**src/rtl/fixed_point_point_rotator_unit_macros.svh**
```systemverilog
// ----------------------------------------------------------------------------
// Point rotator assertion macros
// Shared concurrent assertion forms for the rotator modules.
// ----------------------------------------------------------------------------
`ifndef FIXED_POINT_POINT_ROTATOR_UNIT_MACROS_SVH
`define FIXED_POINT_POINT_ROTATOR_UNIT_MACROS_SVH

// Consequent must hold in the same cycle as the antecedent.
`define FPR_ASSERT_NOW(label, ante, cons, msg) \
  label: assert property (@(posedge clk) disable iff (!rst_n) (ante) |-> (cons)) \
    else $error(msg);

// Consequent must hold in the cycle after the antecedent.
`define FPR_ASSERT_NEXT(label, ante, cons, msg) \
  label: assert property (@(posedge clk) disable iff (!rst_n) (ante) |=> (cons)) \
    else $error(msg);

`endif

```
**src/rtl/fpr_pkg.sv**
```systemverilog
// ----------------------------------------------------------------------------
// Point rotator package
// Types, angle constants and the one-octant sine and cosine tables.
// ----------------------------------------------------------------------------
package fpr_pkg;

  localparam int TABLE_ENTRIES = 46;
  localparam int IDX_W         = $clog2(TABLE_ENTRIES);
  localparam int FRAC_BITS     = 15;
  localparam int ROUND_BIAS    = 16383;
  localparam int TRUNC_FIX     = (1 << FRAC_BITS) - 1;

  localparam logic signed [10:0] FULL_TURN    = 11'sd360;
  localparam logic signed [10:0] TWO_TURNS    = 11'sd720;
  localparam logic [8:0]         QUARTER_TURN = 9'd90;
  localparam logic [8:0]         HALF_TURN    = 9'd180;
  localparam logic [8:0]         THREE_QUARTS = 9'd270;
  localparam logic [8:0]         LAST_DEGREE  = 9'd359;
  localparam logic [6:0]         EIGHTH_TURN  = 7'd45;

  // Quadrant codes.
  localparam logic [1:0] QUAD_0 = 2'd0;
  localparam logic [1:0] QUAD_1 = 2'd1;
  localparam logic [1:0] QUAD_2 = 2'd2;
  localparam logic [1:0] QUAD_3 = 2'd3;

  // round(32768 * sin(i deg)) and round(32768 * cos(i deg)), i = 0..45.
  localparam logic [15:0] SIN_TAB [TABLE_ENTRIES] = '{
    16'd0, 16'd572, 16'd1144, 16'd1715, 16'd2286, 16'd2856, 16'd3425, 16'd3993,
    16'd4560, 16'd5126, 16'd5690, 16'd6252, 16'd6813, 16'd7371, 16'd7927,
    16'd8481, 16'd9032, 16'd9580, 16'd10126, 16'd10668, 16'd11207, 16'd11743,
    16'd12275, 16'd12803, 16'd13328, 16'd13848, 16'd14365, 16'd14876,
    16'd15384, 16'd15886, 16'd16384, 16'd16877, 16'd17364, 16'd17847,
    16'd18324, 16'd18795, 16'd19261, 16'd19720, 16'd20174, 16'd20622,
    16'd21063, 16'd21498, 16'd21926, 16'd22348, 16'd22763, 16'd23170
  };

  localparam logic [15:0] COS_TAB [TABLE_ENTRIES] = '{
    16'd32768, 16'd32763, 16'd32748, 16'd32723, 16'd32688, 16'd32643,
    16'd32588, 16'd32524, 16'd32449, 16'd32365, 16'd32270, 16'd32166,
    16'd32052, 16'd31928, 16'd31795, 16'd31651, 16'd31499, 16'd31336,
    16'd31164, 16'd30983, 16'd30792, 16'd30592, 16'd30382, 16'd30163,
    16'd29935, 16'd29698, 16'd29452, 16'd29197, 16'd28932, 16'd28660,
    16'd28378, 16'd28088, 16'd27789, 16'd27482, 16'd27166, 16'd26842,
    16'd26510, 16'd26170, 16'd25822, 16'd25466, 16'd25102, 16'd24730,
    16'd24351, 16'd23965, 16'd23571, 16'd23170
  };

  // Point payload that travels alongside the angle and product stages.
  typedef struct packed {
    logic signed [15:0] px;
    logic signed [15:0] py;
    logic signed [15:0] cx;
    logic signed [15:0] cy;
    logic signed [16:0] dx;
    logic signed [16:0] dy;
    logic               last;
    logic               zero;
  } point_t;

  // Sine and cosine, scaled by 32768.
  typedef struct packed {
    logic signed [16:0] s;
    logic signed [16:0] c;
  } trig_t;

endpackage

```
**src/rtl/fixed_point_point_rotator_unit.sv**
```systemverilog
// ----------------------------------------------------------------------------
// Fixed-point point rotator
// Rotates screen points about a pivot by screen angle plus object angle.
// ----------------------------------------------------------------------------
//
//  Channel | Direction | Handshake            | Carries
//  --------+-----------+----------------------+-------------------------------
//  in_     | input     | start high, busy low | point, pivot, angle, last flag
//  out_    | output    | out_strobe, 1 cycle  | rotated point, last flag
//  cfg_    | input     | cfg_wr_en            | screen angle in degrees
//
// One item is taken in every clock cycle. Each result passes through the seven
// register stages: three angle stages (reduction, octant fold, table read)
// and four arithmetic stages (multipliers, sums, scaling, pivot add with the
// output register). Reset is synchronous and clears only the valid bits and
// the screen angle register. The receiver cannot stall, so busy is never
// raised and the pipeline always advances.
//
module fixed_point_point_rotator_unit (
  input  logic               clk,
  input  logic               rst_n,
  input  logic               start,
  output logic               busy,
  input  logic signed [15:0] in_point_x,
  input  logic signed [15:0] in_point_y,
  input  logic signed [15:0] in_pivot_x,
  input  logic signed [15:0] in_pivot_y,
  input  logic signed [9:0]  in_object_angle,
  input  logic               in_last_point,
  output logic               out_strobe,
  output logic signed [17:0] out_rotated_x,
  output logic signed [17:0] out_rotated_y,
  output logic               out_last_out,
  input  logic               cfg_wr_en,
  input  logic [8:0]         cfg_wr_data
);

  // The screen angle must only be written while the pipeline is empty (the block
  // itself does not enforce this), so the first stage may read it directly.
  logic [8:0]      screen_angle_r;
  logic            in_accept;
  logic            trig_valid;
  fpr_pkg::trig_t  trig;
  fpr_pkg::point_t point;

  always_ff @(posedge clk) begin
    if (!rst_n) begin
      screen_angle_r <= 9'd0;
    end else if (cfg_wr_en) begin
      screen_angle_r <= cfg_wr_data;
    end
  end

  // Every stage moves on each cycle, so the block is never busy.
  assign busy      = 1'b0;
  assign in_accept = start && !busy;

  // Angle reduction, octant fold and sine and cosine lookup.
  fpr_trig u_trig (
    .clk          (clk),
    .rst_n        (rst_n),
    .in_valid     (in_accept),
    .screen_angle (screen_angle_r),
    .object_angle (in_object_angle),
    .point_x      (in_point_x),
    .point_y      (in_point_y),
    .pivot_x      (in_pivot_x),
    .pivot_y      (in_pivot_y),
    .last_point   (in_last_point),
    .out_valid    (trig_valid),
    .out_trig     (trig),
    .out_point    (point)
  );

  // Rotation products, rounding and the pivot offset.
  fpr_mac u_mac (
    .clk       (clk),
    .rst_n     (rst_n),
    .in_valid  (trig_valid),
    .in_trig   (trig),
    .in_point  (point),
    .out_valid (out_strobe),
    .out_x     (out_rotated_x),
    .out_y     (out_rotated_y),
    .out_last  (out_last_out)
  );

endmodule

```
**src/rtl/fpr_trig.sv**
```systemverilog
// ----------------------------------------------------------------------------
// Point rotator angle stages
// Reduces the total angle, folds it to an octant and looks up sine and cosine.
// ----------------------------------------------------------------------------
module fpr_trig (
  input  logic                clk,
  input  logic                rst_n,
  input  logic                in_valid,
  input  logic [8:0]          screen_angle,
  input  logic signed [9:0]   object_angle,
  input  logic signed [15:0]  point_x,
  input  logic signed [15:0]  point_y,
  input  logic signed [15:0]  pivot_x,
  input  logic signed [15:0]  pivot_y,
  input  logic                last_point,
  output logic                out_valid,
  output fpr_pkg::trig_t      out_trig,
  output fpr_pkg::point_t     out_point
);

  // Stage 1: angle reduced to 0..359, offsets from the pivot.
  logic               v1_r;
  logic [8:0]         ang1_r, ang1_nxt;
  fpr_pkg::point_t    pt1_r, pt1_nxt;
  logic signed [10:0] sum;
  logic signed [10:0] total;
  logic signed [10:0] wrapped;

  always_comb begin
    sum = $signed({2'b00, screen_angle}) + 11'(object_angle);
    priority if (sum >= fpr_pkg::TWO_TURNS) begin
      total = sum - fpr_pkg::TWO_TURNS;
    end else if (sum >= fpr_pkg::FULL_TURN) begin
      total = sum - fpr_pkg::FULL_TURN;
    end else if (sum <= -fpr_pkg::FULL_TURN) begin
      total = sum + fpr_pkg::FULL_TURN;
    end else begin
      total = sum;
    end
    wrapped      = (total < 0) ? total + fpr_pkg::FULL_TURN : total;
    ang1_nxt     = wrapped[8:0];
    pt1_nxt.px   = point_x;
    pt1_nxt.py   = point_y;
    pt1_nxt.cx   = pivot_x;
    pt1_nxt.cy   = pivot_y;
    pt1_nxt.dx   = 17'(point_x) - 17'(pivot_x);
    pt1_nxt.dy   = 17'(pivot_y) - 17'(point_y);
    pt1_nxt.last = last_point;
    pt1_nxt.zero = (total == 11'sd0);
  end

  // Stage 2: quadrant and folded table index.
  logic               v2_r;
  logic [1:0]         quad2_r, quad2_nxt;
  logic [fpr_pkg::IDX_W-1:0] idx2_r, idx2_nxt;
  logic               swap2_r, swap2_nxt;
  fpr_pkg::point_t    pt2_r;
  logic [8:0]         base;
  logic [8:0]         rem9;
  logic [6:0]         rem;

  always_comb begin
    priority if (ang1_r >= fpr_pkg::THREE_QUARTS) begin
      quad2_nxt = fpr_pkg::QUAD_3;
      base      = fpr_pkg::THREE_QUARTS;
    end else if (ang1_r >= fpr_pkg::HALF_TURN) begin
      quad2_nxt = fpr_pkg::QUAD_2;
      base      = fpr_pkg::HALF_TURN;
    end else if (ang1_r >= fpr_pkg::QUARTER_TURN) begin
      quad2_nxt = fpr_pkg::QUAD_1;
      base      = fpr_pkg::QUARTER_TURN;
    end else begin
      quad2_nxt = fpr_pkg::QUAD_0;
      base      = 9'd0;
    end
    rem9 = ang1_r - base;
    rem  = rem9[6:0];
    if (rem > fpr_pkg::EIGHTH_TURN) begin
      swap2_nxt = 1'b1;
      idx2_nxt  = fpr_pkg::IDX_W'(fpr_pkg::QUARTER_TURN[6:0] - rem);
    end else begin
      swap2_nxt = 1'b0;
      idx2_nxt  = fpr_pkg::IDX_W'(rem);
    end
  end

  // Stage 3: table read and quadrant signs.
  logic               v3_r;
  fpr_pkg::trig_t     tr3_r, tr3_nxt;
  fpr_pkg::point_t    pt3_r;
  logic signed [16:0] s0;
  logic signed [16:0] c0;

  always_comb begin
    if (swap2_r) begin
      s0 = $signed({1'b0, fpr_pkg::COS_TAB[idx2_r]});
      c0 = $signed({1'b0, fpr_pkg::SIN_TAB[idx2_r]});
    end else begin
      s0 = $signed({1'b0, fpr_pkg::SIN_TAB[idx2_r]});
      c0 = $signed({1'b0, fpr_pkg::COS_TAB[idx2_r]});
    end
    unique case (quad2_r)
      fpr_pkg::QUAD_0: begin
        tr3_nxt.s = s0;
        tr3_nxt.c = c0;
      end
      fpr_pkg::QUAD_1: begin
        tr3_nxt.s = c0;
        tr3_nxt.c = -s0;
      end
      fpr_pkg::QUAD_2: begin
        tr3_nxt.s = -s0;
        tr3_nxt.c = -c0;
      end
      default: begin
        tr3_nxt.s = -c0;
        tr3_nxt.c = s0;
      end
    endcase
  end

  always_ff @(posedge clk) begin
    if (!rst_n) begin
      v1_r <= 1'b0;
      v2_r <= 1'b0;
      v3_r <= 1'b0;
    end else begin
      v1_r <= in_valid;
      v2_r <= v1_r;
      v3_r <= v2_r;
    end
  end

  always_ff @(posedge clk) begin
    ang1_r  <= ang1_nxt;
    pt1_r   <= pt1_nxt;
    quad2_r <= quad2_nxt;
    idx2_r  <= idx2_nxt;
    swap2_r <= swap2_nxt;
    pt2_r   <= pt1_r;
    tr3_r   <= tr3_nxt;
    pt3_r   <= pt2_r;
  end

  assign out_valid = v3_r;
  assign out_trig  = tr3_r;
  assign out_point = pt3_r;

`include "fixed_point_point_rotator_unit_macros.svh"

  `FPR_ASSERT_NOW(a_angle_range, v1_r, ang1_r <= fpr_pkg::LAST_DEGREE, "angle out of range")
  `FPR_ASSERT_NOW(a_fold_below_octant, v2_r && swap2_r,
                  idx2_r < 6'(fpr_pkg::EIGHTH_TURN), "bad fold")
  `FPR_ASSERT_NEXT(a_stage_advance, v2_r, v3_r, "item lost in angle stages")

endmodule

```
**src/rtl/fpr_mac.sv**
```systemverilog
// ----------------------------------------------------------------------------
// Point rotator product stages
// Four products, rounded sums, truncating scale and the pivot offset.
// ----------------------------------------------------------------------------
module fpr_mac (
  input  logic               clk,
  input  logic               rst_n,
  input  logic               in_valid,
  input  fpr_pkg::trig_t     in_trig,
  input  fpr_pkg::point_t    in_point,
  output logic               out_valid,
  output logic signed [17:0] out_x,
  output logic signed [17:0] out_y,
  output logic               out_last
);

  // Stage 1: products.
  logic               v1_r;
  logic signed [33:0] xc1_r, ys1_r, yc1_r, xs1_r;
  fpr_pkg::point_t    pt1_r;

  // Stage 2: rounded sums.
  logic               v2_r;
  logic signed [35:0] nx2_r, ny2_r, nx2_nxt, ny2_nxt;
  fpr_pkg::point_t    pt2_r;

  // Stage 3: divide by 32768, truncating toward zero.
  logic               v3_r;
  logic signed [19:0] qx3_r, qy3_r, qx3_nxt, qy3_nxt;
  logic signed [35:0] ax, ay;
  fpr_pkg::point_t    pt3_r;

  // Stage 4: pivot added back, output register.
  logic               v4_r;
  logic signed [17:0] rx4_r, ry4_r, rx4_nxt, ry4_nxt;
  logic               last4_r;
  logic signed [19:0] sx, sy;

  always_comb begin
    nx2_nxt = 36'(xc1_r) + 36'(ys1_r) + 36'(fpr_pkg::ROUND_BIAS);
    ny2_nxt = 36'(yc1_r) - 36'(xs1_r) + 36'(fpr_pkg::ROUND_BIAS);

    ax = (nx2_r < 0) ? nx2_r + 36'(fpr_pkg::TRUNC_FIX) : nx2_r;
    ay = (ny2_r < 0) ? ny2_r + 36'(fpr_pkg::TRUNC_FIX) : ny2_r;
    qx3_nxt = 20'(ax >>> fpr_pkg::FRAC_BITS);
    qy3_nxt = 20'(ay >>> fpr_pkg::FRAC_BITS);

    sx = 20'(pt3_r.cx) + qx3_r;
    sy = 20'(pt3_r.cy) - qy3_r;
    // A total angle of zero leaves the point where it is.
    rx4_nxt = pt3_r.zero ? 18'(pt3_r.px) : sx[17:0];
    ry4_nxt = pt3_r.zero ? 18'(pt3_r.py) : sy[17:0];
  end

  always_ff @(posedge clk) begin
    if (!rst_n) begin
      v1_r <= 1'b0;
      v2_r <= 1'b0;
      v3_r <= 1'b0;
      v4_r <= 1'b0;
    end else begin
      v1_r <= in_valid;
      v2_r <= v1_r;
      v3_r <= v2_r;
      v4_r <= v3_r;
    end
  end

  always_ff @(posedge clk) begin
    xc1_r   <= in_point.dx * in_trig.c;
    ys1_r   <= in_point.dy * in_trig.s;
    yc1_r   <= in_point.dy * in_trig.c;
    xs1_r   <= in_point.dx * in_trig.s;
    pt1_r   <= in_point;
    nx2_r   <= nx2_nxt;
    ny2_r   <= ny2_nxt;
    pt2_r   <= pt1_r;
    qx3_r   <= qx3_nxt;
    qy3_r   <= qy3_nxt;
    pt3_r   <= pt2_r;
    rx4_r   <= rx4_nxt;
    ry4_r   <= ry4_nxt;
    last4_r <= pt3_r.last;
  end

  assign out_valid = v4_r;
  assign out_x     = rx4_r;
  assign out_y     = ry4_r;
  assign out_last  = last4_r;

`include "fixed_point_point_rotator_unit_macros.svh"

  `FPR_ASSERT_NOW(a_latency, v4_r, $past(v1_r, 3), "result without an item")
  `FPR_ASSERT_NOW(a_sum_range, v2_r,
                  (nx2_r < 36'sh200000000) && (nx2_r > -36'sh200000000), "sum overflow")
  `FPR_ASSERT_NEXT(a_stage_advance, v1_r, v2_r, "item lost in product stages")

endmodule
```
**config.mk**
```make
export PLATFORM = sky130hd
export DESIGN_NAME = fixed_point_point_rotator_unit
export DESIGN_NICKNAME = d
export VERILOG_FILES = /design/src/rtl/fpr_pkg.sv /design/src/rtl/fixed_point_point_rotator_unit.sv /design/src/rtl/fpr_trig.sv /design/src/rtl/fpr_mac.sv
export VERILOG_INCLUDE_DIRS = /design/src /design/src/rtl
export SDC_FILE = /design/constraint.sdc
export NUM_CORES = 2
export LEC_CHECK = 0
export BUFFER_PORTS_ARGS = -buffer_cell sky130_fd_sc_hd__buf_2
export CAP_MARGIN = 0
export CORE_MARGIN = 2
export CORE_UTILIZATION = 50
export CTS_CLUSTER_DIAMETER = 200
export CTS_CLUSTER_SIZE = 10
export DETAILED_ROUTE_END_ITERATION = 7
export PLACE_DENSITY = 0.77
export SLEW_MARGIN = 20
export SYNTH_ARGS = -nofsm -noshare
export SYNTH_HDL_FRONTEND = slang
export SYNTH_SLANG_ARGS = --single-unit
```
**constraint.sdc**
```tcl
create_clock -name clk -period 7.8 [get_ports clk]
set_input_delay 0.78 -clock clk [delete_from_list [all_inputs] [get_ports clk]]
set_output_delay 0.78 -clock clk [all_outputs]
set_load 0.05 [all_outputs]
```
==> summary.txt <==
Drt
  – ANT nets after route: 0
  – Pre-Repair DR Iteration Count: 6
  – Via/cell ratio: 5.38
  – Top routing layer used: met5
  – DR WL/cell: 18.2 um
  – WL final: 180000 um
  – Met1 WL: 73900 um
  – Met2 wire length: 84600 um
  – DRC viols: 0
  – Vias: 53400
  – Met3 routed WL: 13200 um
  – Iter 0 DRT Violations: 3872

Yosys
  – Register bit count reported by yosys: 843
  – Post-synth cell types: 96
  – Synth warnings: 0
  – Post-Synthesis Net Count: 9652
  – Simple-gate share of the synthesized area: 14.5%
  – EDFF count, synth: 0
  – Top_reg_cell synth: dfxtp_1
  – Adder-cell area share of the yosys netlist: 40.6%
  – Synth Area in Compound Gates: 8.49%
  – Mapped Area: 0.0750 mm2
  – XOR/XNOR Fraction of Synth Area: 4.17%
  – Seq/Total Area, Yosys: 22.5%
  – Largest family of logic cells by synthesized area: adder cells
  – Synthesized area per cell: 9.55 um2
  – Async set or reset register ratio after synthesis: 0%
  – Gate Count Post-Synth: 7848
  – Post-synthesis mux area share: 0.961%

Cells and area
  – Final nets: 9696
  – Layout cells sized above 1: 5.48%
  – Fillers: 12800
  – Synthesis-to-finish area growth: 7.40%

Run status
  – Outcome: finished clean

Floorplanning
  – Die width: 391 um
  – Rows: 142
  – Die Y-Extent: 391 um
  – IO Pins: 127
  – Core area: 0.149 mm2
  – Die area: 0.153 mm2
  – Initial Utilization: 50.2%

GRT
  – Vias in the first global route: 55700
  – Largest net degree at the start of global routing: 92
  – First-pass GRT wire length: 294000 um
  – GRT overflow: 0
  – Initial antenna violation count: 20
  – Global-route usage over all layers: 24.2%

Worst hold path
  – Hold Path Class: in2reg
  – Hold Path Stages: 1
  – Min-delay src: in_last_point

Critical path
  – Critical Path AT: 7980 ps
  – Crit-path max FO: 18
  – Startpoint types: flop
  – Crit end category: flop
  – Slowest CP cell: dfxtp_1
  – Critical path required time: 8420 ps
  – Most frequent CP cell: fa_1
  – CP cell instances: and2_1 > fa_1 > inv_1 > fa_1 > fa_1 > fa_1 > inv_1 > fa_1 > inv_1 > fa_1 > inv_1 > ha_1 > a21oi_1 > nand3b_1 > a41oi_1 > o21ai_0 > o31ai_1 > a211oi_1 > a41o_1 > nor3_1 > o21bai_1 > a21oi_1 > xnor2_1
  – Critical path startpoint: u_trig.out_point[24]
  – Worst path max stage delay: 890 ps
  – Crit Path Category: reg2reg
  – Worst r2r src: u_trig.out_point[24]
  – Register-to-Register Path Depth: 23

Timing
  – Max-slew violation count: 0
  – Setup Skew: 57.0 ps
  – Final setup TNS: 0 ps
  – Hold Violations, Final: 0
  – Final setup violating endpoints: 0
  – Min Tclk post-route: 7360 ps
  – Worst Max-Slew Pin Slew: 1110 ps
  – Fin crit share: 94.3%
  – Peak Freq: 0.136 GHz
  – RSZ-0062 raised after global routing: no
  – Relative slew margins: 26.0%

CTS
  – Sink Count: 843
  – Root buffer cell: clkbuf_16
  – Cts hold-fix bufs: 0
  – Reg clk slew, reported paths: 80 ps
  – CTS tree: yes
  – Worst-Skew Late Latency: 740 ps
  – H-tree Lvls: 3
  – Max Root-Sink Buffers: 3
  – TritonCTS Buffers: 94
  – Post-CTS setup buffers: 0

Job
  – Max-cap violation count: 0

Placement
  – Port Buffers: 125
  – GP Congestion: 0.921
  – HPWL Detailed: 143000 um
## worst paths after layout
| kind | endpoint | slack, ps |
|---|---|---|
| worst max-delay path | u_mac.xc1_r[33] | 440 |
| worst min register to register | u_mac.pt3_r[84] | 310 |
| worst max register to register | u_mac.xc1_r[33] | 440 |
| worst min-delay path | u_trig.pt1_r[1] | 170 |
## routing by layer
layer | GRT usage [%] | vias up
li1 | - | 24400
met1 | 31.3 | 26600
met2 | 39.5 | 1907
met3 | 4.60 | 389
met4 | 11.0 | 18
met5 | 0 | -
## layout make-up
| cell class | instances | area, um2 | area share (%) |
|---|---|---|---|
| diodes | 8 | 20.0 | 0.0249 |
| clock buffers | 95 | 2380 | 2.95 |
| clock inverters | 7 | 126 | 0.157 |
| inverters | 1435 | 5390 | 6.69 |
| multi-input cells | 5268 | 51500 | 64.0 |
| flip-flops and latches | 843 | 16900 | 21.0 |
| well taps | 2016 | 2520 | 3.13 |
| repair buffers | 250 | 1650 | 2.05 |
## cells in the mapped netlist, types with 16 or more instances
library cell  number  area share (%)
o21ai_0          204             1.4
nor4_1            20            0.17
fa_1            1193              32
ha_1             523             8.7
o21a_1            43            0.43
and3_1            36            0.30
or3_1             24            0.20
xnor2_1          245             2.9
nand3_1           95            0.63
xor2_1           108             1.3
nand2_1          742             3.7
a211oi_1          39            0.39
nor3b_1           16            0.16
o21bai_1          35            0.35
nor3_1            82            0.55
nand2b_1          63            0.53
a31oi_1           34            0.28
a311oi_1          18            0.21
inv_1           1429             7.2
o31ai_1           31            0.31
mux2i_1           36            0.48
or2_2             18            0.15
a21oi_1          266             1.8
a21o_1            95            0.95
buf_2             18            0.12
dfxtp_1          843              23
nand4_1           27            0.23
and2_1           615             5.1
nor2_1           300             1.5
o211ai_1          31            0.31
a21boi_0          18            0.18
nand3b_1          19            0.19
nor2b_1           70            0.58
clkbuf_1         275             1.4
## placed cells by master, fill, tap and decap left out, types with 12 or more instances in the layout
cell / count
o311ai_0: 12
xor2_1: 108
nand3b_1: 19
and3_1: 36
a31oi_1: 34
mux2i_1: 36
nor3b_1: 16
and2_1: 615
o21bai_1: 35
a2111oi_0: 12
clkbuf_16: 95
nand2b_1: 63
o31ai_1: 31
buf_2: 125
a21boi_0: 18
buf_4: 118
dfxtp_1: 835
nand4_1: 27
nand3_1: 95
a311oi_1: 18
a21o_1: 95
o21ai_0: 204
o211ai_1: 31
a211oi_1: 39
or3_1: 24
fa_1: 1193
nand2_1: 742
nor2b_1: 70
ha_1: 523
inv_1: 1429
a21oi_1: 266
nor4_1: 20
o21a_1: 43
nor3_1: 82
xnor2_1: 245
or2_2: 18
nor2_1: 300
## through the flow
stage | util, % | worst slack (ps) | hold slack (ps) | instance area (um2) | std cells
floorplan | - | 1330 | 310 | 75000 | 7848
global placement | 52.2 | 689 | 310 | 78000 | 9812
detailed placement | 52.2 | 538 | 312 | 78000 | 9812
CTS | 53.9 | 512 | 110 | 80500 | 9914
global route | 53.9 | 42.3 | 143 | 80500 | 9917
finish | 53.9 | 442 | 173 | 80500 | 9922
## registers in the layout, indices dropped and copies added, names as in the netlist, 6 cells and up
| name | count |
|---|---|
| u_mac.nx2_r | 34 |
| u_mac.out_x | 18 |
| u_mac.pt1_r | 66 |
| u_mac.pt3_r | 66 |
| u_mac.xc1_r | 34 |
| u_trig.out_point | 100 |
| screen_angle_r | 9 |
| u_trig.ang1_r | 9 |
| u_mac.out_y | 18 |
| u_trig.out_trig | 34 |
| u_mac.xs1_r | 34 |
| u_mac.pt2_r | 66 |
| u_mac.qy3_r | 18 |
| u_trig.pt1_r | 100 |
| u_mac.yc1_r | 34 |
| u_mac.ny2_r | 34 |
| u_mac.ys1_r | 34 |
| u_mac.qx3_r | 18 |
| u_trig.idx2_r | 6 |
| u_trig.pt2_r | 100 |
## critical path: cells and delay by family, from the launching register on
family	cells	cell delay, ps
AO/OA/AOI/OAI	8	2260
XOR/XNOR	1	130
adder cells (fa/ha/maj)	7	3200
buffers and inverters	4	220
flip-flops	1	890
AND/OR/NAND/NOR	3	550
## logic make-up (layout without fill, tap and decap cells)
kind of cell / Yosys count / after routing
XOR/XNOR: 355 / 355
buffers and inverters: 1737 / 1787
multiplexers: 57 / 57
AND/OR/NAND/NOR: 2165 / 2165
adder cells (fa/ha/maj): 1716 / 1716
AO/OA/AOI/OAI: 974 / 974
other: 1 / 9
flip-flops: 843 / 843
## repair_timing
action                     4_1_cts  5_1_grt
gates resized for setup          0        1
hold endpoints to repair         0        0
setup endpoints to repair        0        1
Power is left out: the tool's default activity adds up to more than one toggle a clock period on the data nets, which glitch-free logic cannot reach.
